$ cat src/sv/spq_pkg.sv
// ----------------------------------------------------------------------------
// spq_pkg
// shared types and codes for the sorted priority queue
// ----------------------------------------------------------------------------
`timescale 1ns / 1ps

package spq_pkg;

  localparam int QUEUE_DEPTH_DEF = 64;

  localparam int VALUE_W = 16;
  localparam int PRIO_W  = 32;
  localparam int COUNT_W = 7;
  localparam int STAT_W  = 2;

  localparam logic OP_INSERT = 1'b0;
  localparam logic OP_REMOVE = 1'b1;

  localparam logic [STAT_W-1:0] ST_DONE  = 2'd0;
  localparam logic [STAT_W-1:0] ST_FULL  = 2'd1;
  localparam logic [STAT_W-1:0] ST_EMPTY = 2'd2;

  typedef struct packed {
    logic [VALUE_W-1:0] value;
    logic [PRIO_W-1:0]  prio;
  } spq_entry_t;

endpackage

$ cat src/sv/spq_ram.sv
// ----------------------------------------------------------------------------
// spq_ram
// entry storage: one write port, one read port with registered data
// ----------------------------------------------------------------------------
`timescale 1ns / 1ps

module spq_ram
  import spq_pkg::*;
#(
  parameter int DEPTH = QUEUE_DEPTH_DEF,
  parameter int AW    = $clog2(DEPTH)
) (
  input  logic          clk,
  input  logic          we,
  input  logic [AW-1:0] waddr,
  input  spq_entry_t    wdata,
  input  logic [AW-1:0] raddr,
  output spq_entry_t    rdata
);

  spq_entry_t mem [DEPTH];

  always_ff @(posedge clk) begin
    if (we) begin
      mem[waddr] <= wdata;
    end
  end

  always_ff @(posedge clk) begin
    rdata <= mem[raddr];
  end

endmodule

$ cat src/sv/sorted_priority_queue.sv
// ----------------------------------------------------------------------------
// sorted_priority_queue
// bounded min-priority queue kept sorted in a ring buffer memory
// ----------------------------------------------------------------------------
// the registered result strobe comes in the cycle after the last working cycle of
// a transaction; refusals and inserts into an empty queue end in the start cycle;
// a remove returns the head; an insert moves each entry of greater priority up
// one slot, one memory read and one write per cycle, then writes the new entry
// throughput: one transaction in flight; start is taken again in the strobe cycle
// reset (synchronous, active low) empties the queue; stored entries are not cleared
// ----------------------------------------------------------------------------
`timescale 1ns / 1ps

module sorted_priority_queue
  import spq_pkg::*;
#(
  parameter int QUEUE_DEPTH = QUEUE_DEPTH_DEF
) (
  input  logic               clk,
  input  logic               rst_n,
  input  logic               start,
  output logic               busy,
  input  logic               in_opcode,
  input  logic [VALUE_W-1:0] in_item_value,
  input  logic [PRIO_W-1:0]  in_item_priority,
  output logic               out_valid,
  output logic [STAT_W-1:0]  out_status,
  output logic [VALUE_W-1:0] out_removed_value,
  output logic [COUNT_W-1:0] out_entry_count
);

  localparam int AW    = $clog2(QUEUE_DEPTH);
  localparam int CNT_W = $clog2(QUEUE_DEPTH + 1);

  localparam logic [1:0] S_IDLE  = 2'd0;
  localparam logic [1:0] S_INS   = 2'd1;
  localparam logic [1:0] S_PLACE = 2'd2;
  localparam logic [1:0] S_RM    = 2'd3;

  function automatic logic [AW-1:0] next_addr(input logic [AW-1:0] a);
    next_addr = (a == AW'(QUEUE_DEPTH - 1)) ? '0 : a + 1'b1;
  endfunction

  function automatic logic [AW-1:0] prev_addr(input logic [AW-1:0] a);
    prev_addr = (a == '0) ? AW'(QUEUE_DEPTH - 1) : a - 1'b1;
  endfunction

  logic [1:0]         state_r, state_nxt;
  logic [AW-1:0]      head_r, head_nxt;
  logic [AW-1:0]      tail_r, tail_nxt;
  logic [CNT_W-1:0]   cnt_r, cnt_nxt;
  logic [AW-1:0]      ra_r, ra_nxt;
  logic [AW-1:0]      wp_r, wp_nxt;
  logic [CNT_W-1:0]   left_r, left_nxt;
  spq_entry_t         new_r, new_nxt;
  logic               out_valid_r, out_valid_nxt;
  logic [STAT_W-1:0]  out_status_r, out_status_nxt;
  logic [VALUE_W-1:0] out_value_r, out_value_nxt;
  logic [COUNT_W-1:0] out_count_r, out_count_nxt;

  logic               ram_we;
  logic [AW-1:0]      ram_waddr;
  spq_entry_t         ram_wdata;
  logic [AW-1:0]      ram_raddr;
  spq_entry_t         ram_rdata;
  logic [AW-1:0]      tail_prev;
  spq_entry_t         in_entry;

  assign tail_prev = prev_addr(tail_r);
  assign in_entry  = '{value: in_item_value, prio: in_item_priority};

  spq_ram #(
    .DEPTH (QUEUE_DEPTH),
    .AW    (AW)
  ) u_ram (
    .clk   (clk),
    .we    (ram_we),
    .waddr (ram_waddr),
    .wdata (ram_wdata),
    .raddr (ram_raddr),
    .rdata (ram_rdata)
  );

  always_comb begin
    state_nxt      = state_r;
    head_nxt       = head_r;
    tail_nxt       = tail_r;
    cnt_nxt        = cnt_r;
    ra_nxt         = ra_r;
    wp_nxt         = wp_r;
    left_nxt       = left_r;
    new_nxt        = new_r;
    out_valid_nxt  = 1'b0;
    out_status_nxt = out_status_r;
    out_value_nxt  = out_value_r;
    out_count_nxt  = out_count_r;
    ram_we         = 1'b0;
    ram_waddr      = wp_r;
    ram_wdata      = new_r;
    ram_raddr      = ra_r;

    case (state_r)
      S_IDLE: begin
        if (start) begin
          out_value_nxt = '0;
          if (in_opcode == OP_INSERT) begin
            if (cnt_r == CNT_W'(QUEUE_DEPTH)) begin
              out_valid_nxt  = 1'b1;
              out_status_nxt = ST_FULL;
              out_count_nxt  = COUNT_W'(cnt_r);
            end else if (cnt_r == '0) begin
              ram_we         = 1'b1;
              ram_waddr      = tail_r;
              ram_wdata      = in_entry;
              tail_nxt       = next_addr(tail_r);
              cnt_nxt        = cnt_r + 1'b1;
              out_valid_nxt  = 1'b1;
              out_status_nxt = ST_DONE;
              out_count_nxt  = COUNT_W'(cnt_r + 1'b1);
            end else begin
              ram_raddr = tail_prev;
              ra_nxt    = prev_addr(tail_prev);
              wp_nxt    = tail_r;
              left_nxt  = cnt_r;
              new_nxt   = in_entry;
              state_nxt = S_INS;
            end
          end else begin
            if (cnt_r == '0) begin
              out_valid_nxt  = 1'b1;
              out_status_nxt = ST_EMPTY;
              out_count_nxt  = COUNT_W'(cnt_r);
            end else begin
              ram_raddr = head_r;
              state_nxt = S_RM;
            end
          end
        end
      end
      S_INS: begin
        if (ram_rdata.prio > new_r.prio) begin
          ram_we    = 1'b1;
          ram_waddr = wp_r;
          ram_wdata = ram_rdata;
          wp_nxt    = prev_addr(wp_r);
          left_nxt  = left_r - 1'b1;
          ra_nxt    = prev_addr(ra_r);
          if (left_r == CNT_W'(1)) begin
            state_nxt = S_PLACE;
          end
        end else begin
          ram_we         = 1'b1;
          ram_waddr      = wp_r;
          ram_wdata      = new_r;
          tail_nxt       = next_addr(tail_r);
          cnt_nxt        = cnt_r + 1'b1;
          out_valid_nxt  = 1'b1;
          out_status_nxt = ST_DONE;
          out_count_nxt  = COUNT_W'(cnt_r + 1'b1);
          state_nxt      = S_IDLE;
        end
      end
      S_PLACE: begin
        ram_we         = 1'b1;
        ram_waddr      = wp_r;
        ram_wdata      = new_r;
        tail_nxt       = next_addr(tail_r);
        cnt_nxt        = cnt_r + 1'b1;
        out_valid_nxt  = 1'b1;
        out_status_nxt = ST_DONE;
        out_count_nxt  = COUNT_W'(cnt_r + 1'b1);
        state_nxt      = S_IDLE;
      end
      S_RM: begin
        head_nxt       = next_addr(head_r);
        cnt_nxt        = cnt_r - 1'b1;
        out_valid_nxt  = 1'b1;
        out_status_nxt = ST_DONE;
        out_value_nxt  = ram_rdata.value;
        out_count_nxt  = COUNT_W'(cnt_r - 1'b1);
        state_nxt      = S_IDLE;
      end
      default: begin
        state_nxt = S_IDLE;
      end
    endcase
  end

  always_ff @(posedge clk) begin
    if (!rst_n) begin
      state_r     <= S_IDLE;
      head_r      <= '0;
      tail_r      <= '0;
      cnt_r       <= '0;
      out_valid_r <= 1'b0;
    end else begin
      state_r     <= state_nxt;
      head_r      <= head_nxt;
      tail_r      <= tail_nxt;
      cnt_r       <= cnt_nxt;
      out_valid_r <= out_valid_nxt;
    end
  end

  always_ff @(posedge clk) begin
    ra_r         <= ra_nxt;
    wp_r         <= wp_nxt;
    left_r       <= left_nxt;
    new_r        <= new_nxt;
    out_status_r <= out_status_nxt;
    out_value_r  <= out_value_nxt;
    out_count_r  <= out_count_nxt;
  end

  assign busy              = (state_r != S_IDLE);
  assign out_valid         = out_valid_r;
  assign out_status        = out_status_r;
  assign out_removed_value = out_value_r;
  assign out_entry_count   = out_count_r;

endmodule

$ cat config.mk
export PLATFORM = sky130hd
export DESIGN_NAME = sorted_priority_queue
export DESIGN_NICKNAME = d
export VERILOG_FILES = /design/src/sv/spq_pkg.sv /design/src/sv/spq_ram.sv /design/src/sv/sorted_priority_queue.sv
export SDC_FILE = /design/constraint.sdc
export NUM_CORES = 2
export LEC_CHECK = 0
export BUFFER_PORTS_ARGS = -buffer_cell sky130_fd_sc_hd__buf_2
export CELL_PAD_IN_SITES_DETAIL_PLACEMENT = 1
export CELL_PAD_IN_SITES_GLOBAL_PLACEMENT = 2
export CORE_MARGIN = 10
export CORE_UTILIZATION = 38
export DETAILED_ROUTE_END_ITERATION = 8
export GPL_ROUTABILITY_DRIVEN = 0
export PLACE_DENSITY = 0.67
export SETUP_SLACK_MARGIN = 0.2
export SYNTH_ARGS = -nofsm -noshare
export SYNTH_HDL_FRONTEND = slang
export SYNTH_SLANG_ARGS = --single-unit
$ cat constraint.sdc
create_clock -name clk -period 13.15 [get_ports clk]
set_input_delay 0 -clock clk [delete_from_list [all_inputs] [get_ports clk]]
set_output_delay 0 -clock clk [all_outputs]
set_load 0.1 [all_outputs]
==> results.cfg <==
[drt]
drt_iter0_drc = 8165
dr.pass1.iters = 6
drcViolationCount = 0
vias_per_cell = 5.99
routed_wl_um = 387000
num_vias = 66100
final_antenna_net_count = 0
wl_per_cell_um = 35.1

[hold_path]
hold_depth = 3
whs_endpoint = cnt_r[1]
hp-start = rst_n
hold_path_class = input pin to register

[pwr]
power_frac_seq_pct = 37.1
power_leakage_nw = 45.0
p_comb_share_pct = 38.6
power_switching_mw = 14.4
intPower_mw = 24.9
max-vdd-ir-drop_mv = 0.319
swShare_pct = 36.6
power.share.clock_pct = 24.3
powerDensity_nw_per_um2 = 274

[synth]
ys_ff_latch = 3234
synth_top_cell_area_share_pct = 76.2
ys.flop_type = edfxtp_1
yosysMostFrequentCell = edfxtp_1
yosysWarningCount = 0
ys_seq_area_share_pct = 77.3
synth-edff-count = 3164
ys_async_sr_fraction_pct = 0
ys_types = 74
syn_inst = 6024
synthTopCellsByArea = edfxtp_1 (76%), mux4_2 (13%), a22oi_1 (1.3%)
synth_top_cell_by_area = edfxtp_1
synth_common_cells = edfxtp_1 (3164), mux4_2 (703), nand2_1 (351)
synthesis.area_um2 = 125000
synth_area_per_cell_um2 = 20.7
syn-num-nets = 6127

[global_routing]
grtUsageTotal_pct = 21.5
grt_pass1_vias = 67800
antenna_found_initial = 15
overflow = 0
grt_max_degree = 108
grt_first_pass_wirelength_um = 539000

[die]
ioPinCount = 79
start_util_pct = 38.1
die_x_um = 593
dieArea_um2 = 352000
fp.dieH_um = 593
core_area_um2 = 327000
fp-row-count = 210

[final_layout]
nets = 6502
drive_above_1_share_pct = 24.3
nFillCells = 30400
syn_to_final_growth_pct = 15.0

[setup_path]
end_kind = register
critPathSlowestCell = nor2_4
worstSetupPathType = register to register
cp_num_buf_inv = 3
cp.required_ns = 13.64
r2r-end = u_ram.mem[31][42]
worst_ep_arrival_time_ns = 7.53
crit_path_max_fanout = 43
reg2reg_from = cnt_r[0]
start_kind = register
cp_cell_sequence = inv_1 > ha_1 > nor3b_2 > nand2_1 > nor3_2 > buf_4 > nand2_1 > o21ai_0 > nand3_1 > nor2_4 > buf_4
reg2reg_setup_slack_ns = 6.11
crit_family = simple AND/OR/NAND/NOR gates
reg2reg_depth = 11
critPathMaxStageDelay_ns = 1.09

[clock_tree]
postCtsSetupBuffers = 0
clk_pin_slew_ns = 0.06
clock_latency_ns = 0.89
numCtsBuffers = 333
cts_resized = 0
cts_tree = yes
clockBufferDepth = 4
h-tree-depth = 5
clockRootBuffer = clkbuf_16
clock_sinks = 3234

[timing]
hold_viol_final = 0
whs_ns = 0.0977
fin_crit_ns = 7.04
setup_viol = 0
grt_setup_unrepaired = no
finClkSkew_ns = 0.0478
worstMarginPinSlew_ns = 1.40
period_share_pct = 53.5
drv_slew = 0
max_freq_mhz = 142
slew_headroom_pct = 6.96
tns_ns = 0

[placed_design]
dp_hpwl_um = 213000
port_buffers = 78

[flow_run]
drv_cap = 0

[outcome]
outcome = finished clean
[flip-flops by register name, summed over array words and instances, names as in the netlist]
| signal | count |
|---|---|
| u_ram.rdata | 48 |
| u_ram.mem | 3072 |
| ra_r | 6 |
| cnt_r | 7 |
| out_valid | 1 |
| state_r | 2 |
| left_r | 7 |
| out_status | 2 |
| tail_r | 6 |
| new_r | 48 |
| out_removed_value | 16 |
| out_entry_count | 7 |
| head_r | 6 |
| wp_r | 6 |
[logic make-up (layout without fill, tap and decap cells)]
family / count (synthesis) / after routing / synth area share, %
flops: 3234 / 3234 / 77.3
other cells: 0 / 26 / 0
fa+ha+maj: 51 / 51 / 0.512
simple gates: 708 / 708 / 2.52
buf+inv: 404 / 1038 / 1.52
mux: 760 / 760 / 13.2
xor+xnor: 33 / 33 / 0.232
compound gates: 834 / 834 / 4.75
[power groups by stage]
stage          clock network (mW)  logic (mW)  registers, mW
2_1_floorplan                   0        9.30           14.8
3_3_place_gp                    0        14.9           14.7
3_5_place_dp                    0        15.2           14.8
4_1_cts                      9.66        15.3           14.6
5_1_grt                      10.1        16.1           14.6
6_report                     9.53        15.2           14.6
[layer usage]
layer | track usage [%] | up-vias | wire length (µm)
met5 | 0 | - | 13
met4 | 6.63 | 2 | 13100
met3 | 3.50 | 640 | 28600
met2 | 34.1 | 3056 | 183000
met1 | 30.6 | 36400 | 163000
li1 | - | 26000 | -
[timing repair]
action                                  in CTS  in global routing
endpoints found under the setup margin       0                  0
endpoints found under the hold margin       83                  0
hold buffers                               103                  0
[cells in the final DEF (no fill, tap or decap), drive strengths merged, types with 43 or more instances in the layout]
cell type	n
nor2	130
inv	57
buf	288
a22oi	209
clkbuf	430
nand2	352
clkinv	114
a21oi	235
a221oi	75
mux2i	52
edfxtp	3164
nand3	77
a221o	43
ha	51
dlygate4sd3	103
dfxtp	70
mux4	703
a22o	67
[stage by stage]
step	power (mW)	instances	instance area (µm²)	setup slack, ns	util, %
after global routing	40.7	11000	143000	5.81	43.8
after floorplan	24.1	6024	125000	5.82	-
final	39.3	11000	143000	6.11	43.8
after detailed placement	30.0	10300	131000	6.29	40.2
after CTS	39.5	11000	143000	6.23	43.8
after global placement	29.7	10300	131000	6.40	40.2
[how the worst max path moves through the flow]
stage / from / end / slack (ns) / cells past startpoint
global placement: cnt_r[0] / u_ram.mem[22][43] / 6.40 / 11
detailed placement: cnt_r[0] / u_ram.mem[16][37] / 6.29 / 12
finish: cnt_r[0] / u_ram.mem[31][42] / 6.11 / 11
global route: cnt_r[0] / u_ram.mem[31][42] / 5.81 / 11
floorplan: cnt_r[0] / u_ram.rdata[2] / 5.82 / 15
CTS: cnt_r[0] / u_ram.mem[16][39] / 6.23 / 12
[area by class of cell]
type,count,area [µm²],share of cell area (%)
diodes,26,65.1,0.0454
clock buffers,430,9140,6.38
clock inverters,164,1700,1.19
inverters,53,199,0.139
multi-input cells,2386,27300,19.0
flip-flops and latches,3234,96400,67.2
well taps,4346,5440,3.79
repair buffers,391,3190,2.22
[worst register-to-register path, stage by stage (launching register included)]
cell	delay, ns
dfxtp_1	0.41
inv_1	0.14
ha_1	0.25
nor3b_2	0.67
nand2_1	0.28
nor3_2	0.17
buf_4	0.63
nand2_1	0.63
o21ai_0	0.76
nand3_1	0.82
nor2_4	1.09
buf_4	0.76
(Power assumes the default switching activity.)
